File: src/hw/rtl/assert_macros.svh
`ifndef ASSERT_MACROS_SVH
`define ASSERT_MACROS_SVH

// Property checked on every rising edge of i_clk, off while reset is low.
`define FCB_ASSERT(lbl, prop, msg) \
    lbl: assert property (@(posedge i_clk) disable iff (!i_rst_n) prop) \
        else $error(msg);

// Condition that must never be true.
`define FCB_ASSERT_NEVER(lbl, expr, msg) \
    `FCB_ASSERT(lbl, !(expr), msg)

`endif

File: src/hw/rtl/fcb_pkg.sv
`default_nettype none

package fcb_pkg;

    typedef struct packed {
        logic       kind;
        logic [1:0] plane;
        logic [7:0] sample_a;
        logic [7:0] sample_b;
        logic [7:0] sample_c;
        logic [7:0] sample_d;
    } t_in_word;

    typedef struct packed {
        logic [7:0] out_a;
        logic [7:0] out_b;
        logic [7:0] out_c;
        logic [7:0] out_d;
        logic [7:0] fade_weight;
    } t_out_word;

    typedef struct packed {
        logic [7:0]  opacity;
        logic        fade_out_mode;
        logic [11:0] fade_frames;
    } t_fade_cfg;

    typedef struct packed {
        logic busy;
        logic deliver;
    } t_fade_ctl;

    localparam logic [2:0] REG_OPACITY    = 3'd0;
    localparam logic [2:0] REG_COLOR_Y    = 3'd1;
    localparam logic [2:0] REG_COLOR_CB   = 3'd2;
    localparam logic [2:0] REG_COLOR_CR   = 3'd3;
    localparam logic [2:0] REG_FADE_MODE  = 3'd4;
    localparam logic [2:0] REG_FADE_FRAMES = 3'd5;

    localparam logic       KIND_TICK  = 1'b0;
    localparam logic [1:0] PLANE_LUMA = 2'd0;
    localparam logic [1:0] PLANE_CB   = 2'd1;

    localparam logic [11:0] MAX_FRAMES = 12'd3000;

    // Color weight from the Q8 level: round, then clamp to 255.
    function automatic logic [7:0] weight_of(input logic [15:0] level);
        logic [16:0] sum;
        sum = {1'b0, level} + 17'd128;
        return (sum[16:8] > 9'd255) ? 8'hFF : sum[15:8];
    endfunction

endpackage

`default_nettype wire

File: src/hw/rtl/fade_to_color_blend.sv
// Channel   Direction  Handshake                 Word
// input     in         i_in_valid / o_in_stall   fcb_pkg::t_in_word
// output    out        o_out_valid / i_out_stall fcb_pkg::t_out_word
// config    in/out     psel penable pwrite       paddr pwdata prdata
//
// Sample group: one word per cycle while o_in_stall is low; the result
// passes the lane product register, then the output register.
// Frame tick: the input stalls after accept until the tick result goes
// out; the fade step is formed by the 16-step serial divider.
// Synchronous active-low reset: fade level to zero, no tick seen yet.
// An output stall holds the output word and backs up through the lane stage.
`default_nettype none

`include "assert_macros.svh"

module fade_to_color_blend #(
    parameter int LANES = 4
) (
    input  wire logic               i_clk,
    input  wire logic               i_rst_n,
    input  wire logic               i_in_valid,
    output logic                    o_in_stall,
    input  wire fcb_pkg::t_in_word  i_in_word,
    output logic                    o_out_valid,
    input  wire logic               i_out_stall,
    output fcb_pkg::t_out_word      o_out_word,
    input  wire logic               psel,
    input  wire logic               penable,
    input  wire logic               pwrite,
    input  wire logic         [4:0] paddr,
    input  wire logic        [31:0] pwdata,
    output logic             [31:0] prdata,
    output logic                    pready
);

    localparam int FIELD_COUNT = 4;
    localparam int NUM_LANES   = (LANES < FIELD_COUNT) ? LANES : FIELD_COUNT;

    logic [7:0]  r_opacity;
    logic [7:0]  r_color_y;
    logic [7:0]  r_color_cb;
    logic [7:0]  r_color_cr;
    logic        r_fade_mode;
    logic [11:0] r_fade_frames;

    logic        cfg_wr;
    fcb_pkg::t_fade_cfg fade_cfg;
    fcb_pkg::t_fade_ctl fade_ctl;
    logic [15:0] fade_level;

    logic        in_acc;
    logic        tick_acc;
    logic        grp_acc;
    logic [7:0]  op1;
    logic [7:0]  color;
    logic        out_free;
    logic        a_move;
    logic        deliver_ok;

    logic        r_a_valid;
    logic [7:0]  r_a_weight;
    logic        r_out_valid;
    fcb_pkg::t_out_word r_out_word;

    logic [FIELD_COUNT-1:0][7:0] samples;
    logic [FIELD_COUNT-1:0][7:0] lane_res;

    // ---- configuration
    assign pready = 1'b1;
    assign cfg_wr = psel && penable && pwrite;

    always_ff @(posedge i_clk) begin
        if (!i_rst_n) begin
            r_opacity     <= 8'd150;
            r_color_y     <= 8'd0;
            r_color_cb    <= 8'd128;
            r_color_cr    <= 8'd128;
            r_fade_mode   <= 1'b0;
            r_fade_frames <= 12'd75;
        end else if (cfg_wr) begin
            unique case (paddr[4:2])
                fcb_pkg::REG_OPACITY:     r_opacity     <= pwdata[7:0];
                fcb_pkg::REG_COLOR_Y:     r_color_y     <= pwdata[7:0];
                fcb_pkg::REG_COLOR_CB:    r_color_cb    <= pwdata[7:0];
                fcb_pkg::REG_COLOR_CR:    r_color_cr    <= pwdata[7:0];
                fcb_pkg::REG_FADE_MODE:   r_fade_mode   <= pwdata[0];
                fcb_pkg::REG_FADE_FRAMES: r_fade_frames <= pwdata[11:0];
                default: ;
            endcase
        end
    end

    always_comb begin
        unique case (paddr[4:2])
            fcb_pkg::REG_OPACITY:     prdata = {24'd0, r_opacity};
            fcb_pkg::REG_COLOR_Y:     prdata = {24'd0, r_color_y};
            fcb_pkg::REG_COLOR_CB:    prdata = {24'd0, r_color_cb};
            fcb_pkg::REG_COLOR_CR:    prdata = {24'd0, r_color_cr};
            fcb_pkg::REG_FADE_MODE:   prdata = {31'd0, r_fade_mode};
            fcb_pkg::REG_FADE_FRAMES: prdata = {20'd0, r_fade_frames};
            default:                  prdata = 32'd0;
        endcase
    end

    assign fade_cfg.opacity       = r_opacity;
    assign fade_cfg.fade_out_mode = r_fade_mode;
    assign fade_cfg.fade_frames   = r_fade_frames;

    // ---- handshake
    assign out_free   = !r_out_valid || !i_out_stall;
    assign a_move     = r_a_valid && out_free;
    // a tick result goes out only after any older group has left
    assign deliver_ok = !r_a_valid && out_free;
    assign o_in_stall = fade_ctl.busy || (r_a_valid && !out_free);
    assign in_acc     = i_in_valid && !o_in_stall;
    assign tick_acc   = in_acc && (i_in_word.kind == fcb_pkg::KIND_TICK);
    assign grp_acc    = in_acc && (i_in_word.kind != fcb_pkg::KIND_TICK);

    fcb_fade u_fade (
        .i_clk        (i_clk),
        .i_rst_n      (i_rst_n),
        .i_cfg        (fade_cfg),
        .i_start      (tick_acc),
        .i_deliver_ok (deliver_ok),
        .o_ctl        (fade_ctl),
        .o_level      (fade_level)
    );

    // ---- lanes
    assign op1 = fcb_pkg::weight_of(fade_level);

    always_comb begin
        case (i_in_word.plane)
            fcb_pkg::PLANE_LUMA: color = r_color_y;
            fcb_pkg::PLANE_CB:   color = r_color_cb;
            default:             color = r_color_cr;
        endcase
    end

    assign samples[0] = i_in_word.sample_a;
    assign samples[1] = i_in_word.sample_b;
    assign samples[2] = i_in_word.sample_c;
    assign samples[3] = i_in_word.sample_d;

    for (genvar g = 0; g < FIELD_COUNT; g++) begin : g_lane
        if (g < NUM_LANES) begin : g_on
            fcb_lane u_lane (
                .i_clk    (i_clk),
                .i_load   (grp_acc),
                .i_op1    (op1),
                .i_color  (color),
                .i_sample (samples[g]),
                .o_result (lane_res[g])
            );
        end else begin : g_off
            assign lane_res[g] = 8'd0;
        end
    end

    always_ff @(posedge i_clk) begin
        if (!i_rst_n) begin
            r_a_valid <= 1'b0;
        end else if (grp_acc) begin
            r_a_valid <= 1'b1;
        end else if (a_move) begin
            r_a_valid <= 1'b0;
        end
    end

    always_ff @(posedge i_clk) begin
        if (grp_acc) begin
            r_a_weight <= op1;
        end
    end

    // ---- merge into the output word
    always_ff @(posedge i_clk) begin
        if (!i_rst_n) begin
            r_out_valid <= 1'b0;
        end else if (a_move) begin
            r_out_valid            <= 1'b1;
            r_out_word.out_a       <= lane_res[0];
            r_out_word.out_b       <= lane_res[1];
            r_out_word.out_c       <= lane_res[2];
            r_out_word.out_d       <= lane_res[3];
            r_out_word.fade_weight <= r_a_weight;
        end else if (fade_ctl.deliver) begin
            r_out_valid            <= 1'b1;
            r_out_word.out_a       <= 8'd0;
            r_out_word.out_b       <= 8'd0;
            r_out_word.out_c       <= 8'd0;
            r_out_word.out_d       <= 8'd0;
            r_out_word.fade_weight <= op1;
        end else if (!i_out_stall) begin
            r_out_valid <= 1'b0;
        end
    end

    assign o_out_valid = r_out_valid;
    assign o_out_word  = r_out_word;

    // ---- checks
    `FCB_ASSERT(a_tick_starts_fade, tick_acc |=> fade_ctl.busy, "tick did not start fade")
    `FCB_ASSERT_NEVER(a_tick_order, fade_ctl.deliver && r_a_valid, "tick passed a group")
    `FCB_ASSERT(a_group_staged, grp_acc |=> r_a_valid, "group word lost in lane stage")

endmodule

`default_nettype wire

File: src/hw/rtl/fcb_lane.sv
`default_nettype none

module fcb_lane (
    input  wire logic       i_clk,
    input  wire logic       i_load,
    input  wire logic [7:0] i_op1,
    input  wire logic [7:0] i_color,
    input  wire logic [7:0] i_sample,
    output logic      [7:0] o_result
);

    logic [7:0]  op0;
    logic [15:0] prod_s;
    logic [15:0] prod_c;
    logic [16:0] sum;
    logic [15:0] r_sum;
    logic [16:0] quo_t;

    assign op0    = 8'd255 - i_op1;
    assign prod_s = {8'd0, op0} * {8'd0, i_sample};
    assign prod_c = {8'd0, i_op1} * {8'd0, i_color};
    // op0 + op1 = 255, so the sum stays below 2^16
    assign sum    = {1'b0, prod_s} + {1'b0, prod_c} + 17'd127;

    always_ff @(posedge i_clk) begin
        if (i_load) begin
            r_sum <= sum[15:0];
        end
    end

    // x / 255 for x below 65535: (x + (x >> 8) + 1) >> 8
    assign quo_t    = {1'b0, r_sum} + {9'b0, r_sum[15:8]} + 17'd1;
    assign o_result = quo_t[15:8];

endmodule

`default_nettype wire

File: src/hw/rtl/fcb_div.sv
`default_nettype none

module fcb_div (
    input  wire logic        i_clk,
    input  wire logic        i_rst_n,
    input  wire logic        i_start,
    input  wire logic [15:0] i_dividend,
    input  wire logic [11:0] i_divisor,
    output logic      [15:0] o_quotient,
    output logic             o_done
);

    typedef enum logic {
        S_IDLE,
        S_RUN
    } t_state;

    t_state      r_state;
    logic [3:0]  r_cnt;
    logic [11:0] r_rem;
    logic [15:0] r_quo;
    logic [11:0] r_div;
    logic        r_done;

    logic [12:0] rem_sh;
    logic [12:0] diff;
    logic        fits;
    logic [11:0] n_rem;

    // one quotient bit per cycle, restoring
    assign rem_sh = {r_rem, r_quo[15]};
    assign diff   = rem_sh - {1'b0, r_div};
    assign fits   = rem_sh >= {1'b0, r_div};
    assign n_rem  = fits ? diff[11:0] : rem_sh[11:0];

    always_ff @(posedge i_clk) begin
        if (!i_rst_n) begin
            r_state <= S_IDLE;
            r_cnt   <= 4'd0;
            r_done  <= 1'b0;
        end else begin
            r_done <= 1'b0;
            unique case (r_state)
                S_IDLE: begin
                    if (i_start) begin
                        r_quo   <= i_dividend;
                        r_rem   <= 12'd0;
                        r_div   <= i_divisor;
                        r_cnt   <= 4'd15;
                        r_state <= S_RUN;
                    end
                end
                S_RUN: begin
                    r_quo <= {r_quo[14:0], fits};
                    r_rem <= n_rem;
                    if (r_cnt == 4'd0) begin
                        r_done  <= 1'b1;
                        r_state <= S_IDLE;
                    end else begin
                        r_cnt <= r_cnt - 4'd1;
                    end
                end
                default: r_state <= S_IDLE;
            endcase
        end
    end

    assign o_quotient = r_quo;
    assign o_done     = r_done;

endmodule

`default_nettype wire

File: src/hw/rtl/fcb_fade.sv
`default_nettype none

module fcb_fade (
    input  wire logic              i_clk,
    input  wire logic              i_rst_n,
    input  wire fcb_pkg::t_fade_cfg i_cfg,
    input  wire logic              i_start,
    input  wire logic              i_deliver_ok,
    output fcb_pkg::t_fade_ctl     o_ctl,
    output logic            [15:0] o_level
);

    typedef enum logic [1:0] {
        S_IDLE,
        S_DIVIDE,
        S_UPDATE,
        S_DELIVER
    } t_state;

    t_state      r_state;
    logic [15:0] r_level;
    logic [1:0]  r_prior;

    logic [7:0]  op;
    logic [11:0] frames;
    logic [15:0] target;
    logic [15:0] quotient;
    logic        div_done;
    logic [15:0] step;
    logic        reload;
    logic [15:0] base;
    logic [16:0] up_sum;
    logic [15:0] in_level;
    logic [15:0] out_level;
    logic [15:0] n_level;

    always_comb begin
        op = (i_cfg.opacity == 8'd0) ? 8'd1 : i_cfg.opacity;
        if (i_cfg.fade_frames == 12'd0) begin
            frames = 12'd1;
        end else if (i_cfg.fade_frames > fcb_pkg::MAX_FRAMES) begin
            frames = fcb_pkg::MAX_FRAMES;
        end else begin
            frames = i_cfg.fade_frames;
        end
        target = {op, 8'h00};
    end

    fcb_div u_div (
        .i_clk      (i_clk),
        .i_rst_n    (i_rst_n),
        .i_start    (i_start),
        .i_dividend (target),
        .i_divisor  (frames),
        .o_quotient (quotient),
        .o_done     (div_done)
    );

    always_comb begin
        step      = (quotient == 16'd0) ? 16'd1 : quotient;
        reload    = {1'b0, i_cfg.fade_out_mode} != r_prior;
        if (reload) begin
            base = i_cfg.fade_out_mode ? target : 16'd0;
        end else begin
            base = r_level;
        end
        up_sum    = {1'b0, base} + {1'b0, step};
        in_level  = (up_sum > {1'b0, target}) ? target : up_sum[15:0];
        out_level = (base > step) ? base - step : 16'd0;
        n_level   = i_cfg.fade_out_mode ? out_level : in_level;
    end

    always_ff @(posedge i_clk) begin
        if (!i_rst_n) begin
            r_state <= S_IDLE;
            r_level <= 16'd0;
            r_prior <= 2'd3;  // no tick seen yet
        end else begin
            unique case (r_state)
                S_IDLE: begin
                    if (i_start) begin
                        r_state <= S_DIVIDE;
                    end
                end
                S_DIVIDE: begin
                    if (div_done) begin
                        r_state <= S_UPDATE;
                    end
                end
                S_UPDATE: begin
                    r_level <= n_level;
                    r_prior <= {1'b0, i_cfg.fade_out_mode};
                    r_state <= S_DELIVER;
                end
                S_DELIVER: begin
                    if (i_deliver_ok) begin
                        r_state <= S_IDLE;
                    end
                end
                default: r_state <= S_IDLE;
            endcase
        end
    end

    assign o_ctl.busy    = r_state != S_IDLE;
    assign o_ctl.deliver = (r_state == S_DELIVER) && i_deliver_ok;
    assign o_level       = r_level;

endmodule

`default_nettype wire

File: config.mk
export PLATFORM = sky130hd
export DESIGN_NAME = fade_to_color_blend
export DESIGN_NICKNAME = d
export VERILOG_FILES = /design/src/hw/rtl/fcb_pkg.sv /design/src/hw/rtl/fade_to_color_blend.sv /design/src/hw/rtl/fcb_lane.sv /design/src/hw/rtl/fcb_div.sv /design/src/hw/rtl/fcb_fade.sv
export VERILOG_INCLUDE_DIRS = /design/src /design/src/hw/rtl
export SDC_FILE = /design/constraint.sdc
export NUM_CORES = 1
export LEC_CHECK = 0
export CAP_MARGIN = 20
export CORE_MARGIN = 2
export CORE_UTILIZATION = 55
export CTS_CLUSTER_SIZE = 14
export DETAILED_ROUTE_END_ITERATION = 6
export DONT_BUFFER_PORTS = 1
export PLACE_DENSITY = 0.7
export SLEW_MARGIN = 20
export SYNTH_ARGS = -nofsm -noshare
export SYNTH_HDL_FRONTEND = slang
export SYNTH_SLANG_ARGS = --single-unit
File: constraint.sdc
create_clock -name i_clk -period 19.48 [get_ports i_clk]
set_input_delay 2.922 -clock i_clk [delete_from_list [all_inputs] [get_ports i_clk]]
set_output_delay 2.922 -clock i_clk [all_outputs]
set_load 0.01 [all_outputs]
======== Word-level counts from Yosys, hierarchy flattened ========
Index checks and enable logic that the tools add are counted.
storage, ports and cells
  word-level logic and storage cells ...... 151
  register bits after elaboration ......... 225
  output and inout port bits .............. 75
cells by class
  reduce and logical (&&, ||, !) cells .... 39
  mux-type cells .......................... 34
  eq/ne operators ......................... 16
  multiply operators ...................... 5
  add/sub/neg operators ................... 22
  magnitude comparators ................... 5
  bitwise logic cells ..................... 2
operator list
  cell                                           number
  two-way mux 16 bit                             7
  multiplier 8 x 8 -> 16 bit                     5
  two-way mux 40 bit                             2
  case mux 12 bit (6 select lines)               1
  adder 16 x 1 -> 16 bit, second input constant  4
  adder 16 bit                                   4
  adder 16 x 7 -> 16 bit, second input constant  4
  adder 16 x 8 -> 16 bit                         4
  two-way mux 12 bit                             3
  case mux 16 bit (2 select lines)               1
  case mux 12 bit (2 select lines)               1
  AND reduction 2 bit                            10
  adder 16 x 16 -> 17 bit                        1
  adder 16 x 8 -> 17 bit, second input constant  1
  > comparator 17 x 16 -> 1 bit                  1
  > comparator 16 bit                            1
  logical NOT 16 bit                             1
  two-way mux 8 bit                              2
  case mux 8 bit (2 select lines)                1
  subtractor 16 bit                              1
  >= comparator 13 x 12 -> 1 bit                 1
  > comparator 12 bit, second input constant     1
  logical NOT 12 bit                             1
  subtractor 12 bit                              1
  29 further kinds                               64

======== Longest topological paths before layout ========
  depth in word-level cells ............... 10
  gate-level depth with buffers ........... 36
  depth with buffers taken out ............ 34

======== Modules after synthesis ========
From an unflattened synthesis, not the netlist that was laid out.
unflattened totals
  cell total of the unflattened synthesis .. 3376
  area total of the unflattened synthesis .. 31798.0 um^2
modules (own cells, without submodules)
  module                             times used  cells an instance  area an instance (um^2)
  fcb_lane at g_lane[2].g_on.u_lane  1           564                5350.1
  fcb_lane at g_lane[3].g_on.u_lane  1           566                5341.4
  fcb_lane at g_lane[0].g_on.u_lane  1           538                5205.0
  fcb_lane at g_lane[1].g_on.u_lane  1           547                5202.5
  fade_to_color_blend                1           419                4535.6
  fcb_fade                           1           522                3636.0
  fcb_div                            1           220                2527.4

======== Least setup slack after synthesis ========
OpenSTA, ideal clock, no wires.
  path kind ............................... input -> register
  start point ............................. input i_in_word[32] (netlist name)
  end point ............................... register g_lane[2].g_on.u_lane.r_sum[14], data pin
  cell stages on the path ................. 29
  path slack .............................. 8.585 ns
  data arrival time ....................... 10.637 ns
  buffers on the path ..................... 1
  path through ............................ clkbuf_1 > mux2i_1 > nor2_1 > a21oi_1 > or2_2 > fa_1 > fa_1 > inv_1 > fa_1 > inv_1 > fa_1 > inv_1 > ha_1 > inv_1 > xnor2_1 > fa_1 > fa_1 > inv_1 > fa_1 > fa_1 > ha_1 > ha_1 > and2_1 > o21ai_0 > o31ai_1 > or4_1 > a31o_1 > a21oi_1 > xnor2_1
between the ends
  longest elaborated chain between the ends .. 5
  elaborated cells on any way between the ends .. 6
ends and longest elaborated chain
  what                                                               RTL line                    source
  start: declaration                                                 fade_to_color_blend.sv:23   input wire fcb_pkg::t_in_word i_in_word,
  equality test 2 x 1 -> 1 bit or logical NOT 2 bit (tied branches)  fade_to_color_blend.sv:133  case (i_in_word.plane)
  case mux 8 bit (2 select lines) *                                  fade_to_color_blend.sv:133
  multiplier 8 x 8 -> 16 bit *                                       fcb_lane.sv:21              assign prod_c = {8'd0, i_op1} * {8'd0, i_color};
  adder 16 bit *                                                     fcb_lane.sv:23              assign sum = {1'b0, prod_s} + {1'b0, prod_c} + 17'd127;
  adder 16 x 7 -> 16 bit *                                           fcb_lane.sv:23
  via g_lane[2].g_on.u_lane.sum[14]                                  fcb_lane.sv:15              logic [16:0] sum;
  end signal: assignment                                             fcb_lane.sv:27              r_sum <= sum[15:0];
  end: declaration                                                   fcb_lane.sv:16              logic [15:0] r_sum;
Mark *: on every way through the listed nets, which the timed path passes. The rest lies on a longest branch.
A chain may end at the register's enable or synchronous reset.

======== Final worst setup path ========
Same ends and word-level chain as after synthesis.

==> out/qor.csv <==
metric;value;unit
area_growth;5.55;%
worstMarginPinSlew;1.14;ns
vias_per_cell;5.62;
cpMaxStageDelayCell;a21oi_1;
rsz0062_at_grt;no;
num_rows;78;
use_met2;45.0;%
globalplace.congestion;0.887;
synth_area;25300;um^2
htreeDepth;1;
slowest_delay;0.66;ns
critPathKind;input port to register;
avgSynthCellArea;9.29;um^2
grt_overflow;0;
fill_cells;3910;
synth_edf_count;152;
cp_common_cell;fa_1;
design.core.area;45400;um^2
dieArea;47700;um^2
yosys-top-cells-area;fa_1, edfxtp_1, ha_1, inv_1, dfxtp_1;
synth.most_common_cell;inv_1;
seq_area_frac_synth;23.8;%
finalCritPeriodShare;56.0;%
grt_pass1_vias;19120;
drive_above_1_share;4.85;%
startpoint;i_in_word[32];
start_util;55.7;%
drt_iter0_drc;977;
worstPathMaxFanout;8;
numCtsBuffers;27;
drc;0;
num_vias;18435;
rr_worst_depth;31;
antenna_found_initial;1;
layout.nets;3277;
clkLatencyLatePin;0.57;ns
setup_tns;0;ns
synth-seq-cells;225;
yosys_most_used_dff;edfxtp_1;
hold_class;register to register;
firstDrtPassIters;6;
wl_per_cell;18.5;um
met3_usage;3.80;%
grt_pass1_wl;98700;um
yosysWarnings;0;
critPathBufInv;5;
rr_endpoint;g_lane[2].g_on.u_lane.r_sum[14]$_DFFE_PP_;
die_w;218;um
grtUsageMet1;33.1;%
worstSetupPathDepth;28;
register_area;6030;um^2
post-cts-setup-buffers;0;
cts_max_path_buffers;3;
endpoint_kind;register;
outcome;finished, final reports clean;
fin_skew;0.00687;ns
synth_common_cells;inv_1, nand2_1, ha_1;
startpoint_type;input port;
multiInputGateArea;17200;um^2
die_y;218;um
io_pins;154;
ys_types;81;
cp.arrival;11.22;ns
max_slew_margin;23.3;%
ant_nets;0;
gr-usage-all-layers;26.0;%
routed_wirelength;60700;um
endpoint;g_lane[2].g_on.u_lane.r_sum[14]$_DFFE_PP_;
async_flop_share;0;%
r2r-start;u_fade.o_level[9]$_SDFFE_PN0P_;
tritoncts;yes;
ff2ff_setup_slack;10.00;ns
busiest_layer;met2;
port_buffers;0;
clock-sinks;225;
synth_largest_area_cell;fa_1;
fmax;91.7;MHz
diodes;0;
finalHoldViolations;0;
root_buffer;clkbuf_16;
cts-resized-gates;0;
crit_family;adder cells;
synth.top_cell.area_share;20.2;%
crit_required;19.80;ns
grt_start_max_net_pins;78;
cts.clk_slew.worst_paths;0.06;ns
min_period;10.90;ns
setup_violations;0;
postCtsHoldBufs;0;
post-dp-hpwl;46200;um
final_max_slew_viol_count;0;
maxCapViolCount;0;
syn_inst;2720;
## how the worst min path moves through the flow
stage                                   start                        endpoint  slack [ns]  cells after the start
6_report       u_fade.o_level[2]$_SDFFE_PN0P_  u_fade.o_level[2]$_SDFFE_PN0P_        0.47                      2
5_1_grt        u_fade.o_level[2]$_SDFFE_PN0P_  u_fade.o_level[2]$_SDFFE_PN0P_        0.49                      2
4_1_cts        u_fade.o_level[2]$_SDFFE_PN0P_  u_fade.o_level[2]$_SDFFE_PN0P_        0.47                      2
3_5_place_dp   u_fade.o_level[2]$_SDFFE_PN0P_  u_fade.o_level[2]$_SDFFE_PN0P_        0.46                      2
3_3_place_gp   u_fade.r_prior[1]$_SDFFE_PN1P_  u_fade.r_prior[1]$_SDFFE_PN1P_        0.45                      2
2_1_floorplan  u_fade.r_prior[1]$_SDFFE_PN1P_  u_fade.r_prior[1]$_SDFFE_PN1P_        0.43                      2
## final cells by class
class	count	share of cell area, %
clock buffer	41	3.16
timing repair buffer	25	0.717
inverter	411	5.78
multi-input combinational	1967	64.5
tap	600	2.81
clock inverter	9	0.455
sequential	225	22.6
## placed cells by master (no fill, tap or decap), types with 11 or more instances in the layout
master,n
a21boi_0,14
a21o_1,23
a21oi_1,82
a22oi_1,13
a31oi_1,11
and2_1,101
and3_1,47
buf_4,24
clkbuf_16,30
conb_1,21
dfxtp_1,73
edfxtp_1,152
fa_1,255
ha_1,286
inv_1,407
mux2i_1,48
nand2_1,305
nand2b_1,13
nand3_1,45
nand4_1,13
nor2_1,165
nor2b_1,45
nor3_1,40
o211ai_1,16
o21a_1,36
o21ai_0,53
o31ai_1,14
or2_2,11
or3_1,11
xnor2_1,99
xor2_1,49
## worst min-delay path, stage by stage (launching register included)
cell	delay, ns
dfxtp_1	0.31
nand2_1	0.05
o22ai_1	0.07
## sequential cells by signal (all words and copies together), names as in the netlist, 2 cells and up
signal                    flops
g_lane.g_on.u_lane.r_sum     64
u_fade.o_level               16
r_color_y                     8
o_out_word                   40
r_fade_frames                12
r_a_weight                    8
u_fade.u_div.r_div           12
r_color_cr                    8
u_fade.u_div.o_quotient      16
u_fade.u_div.r_cnt            4
u_fade.r_prior                2
u_fade.u_div.r_rem           12
u_fade.r_state                2
r_opacity                     8
r_color_cb                    8
## kinds of logic (layout without fill, tap and decap cells)
family | count (synthesis) | after routing | synth area share (%)
AOI/OAI and AO/OA | 356 | 356 | 9.53
xor gates and xnor gates | 151 | 151 | 5.26
adders and majority gates | 541 | 541 | 34.4
buffers and inverters | 547 | 486 | 8.58
DFF | 225 | 225 | 23.8
muxes | 60 | 60 | 2.61
other | 2 | 21 | 0.0297
and+or+nand+nor | 838 | 838 | 15.8
## routing by layer
layer  part of all wire (%)  wire [um]
met1                     42      25400
met2                     49      29900
met3                    5.4       3270
met4                    3.5       2130
met5                  0.021         13
## per-stage QoR
step	util, %	std cells	hold slack, ns	instance area, um^2	worst slack [ns]
4_1_cts	58.7	3277	0.470	26700	8.26
3_5_place_dp	56.6	3227	0.462	25700	7.68
5_1_grt	58.8	3278	0.486	26700	8.25
3_3_place_gp	56.6	3227	0.452	25700	7.74
2_1_floorplan	-	2739	0.431	25300	8.59
6_report	58.8	3278	0.472	26700	8.58
Power is left out: the tool's default activity adds up to more than one toggle a clock period on the data nets, which glitch-free logic cannot reach.
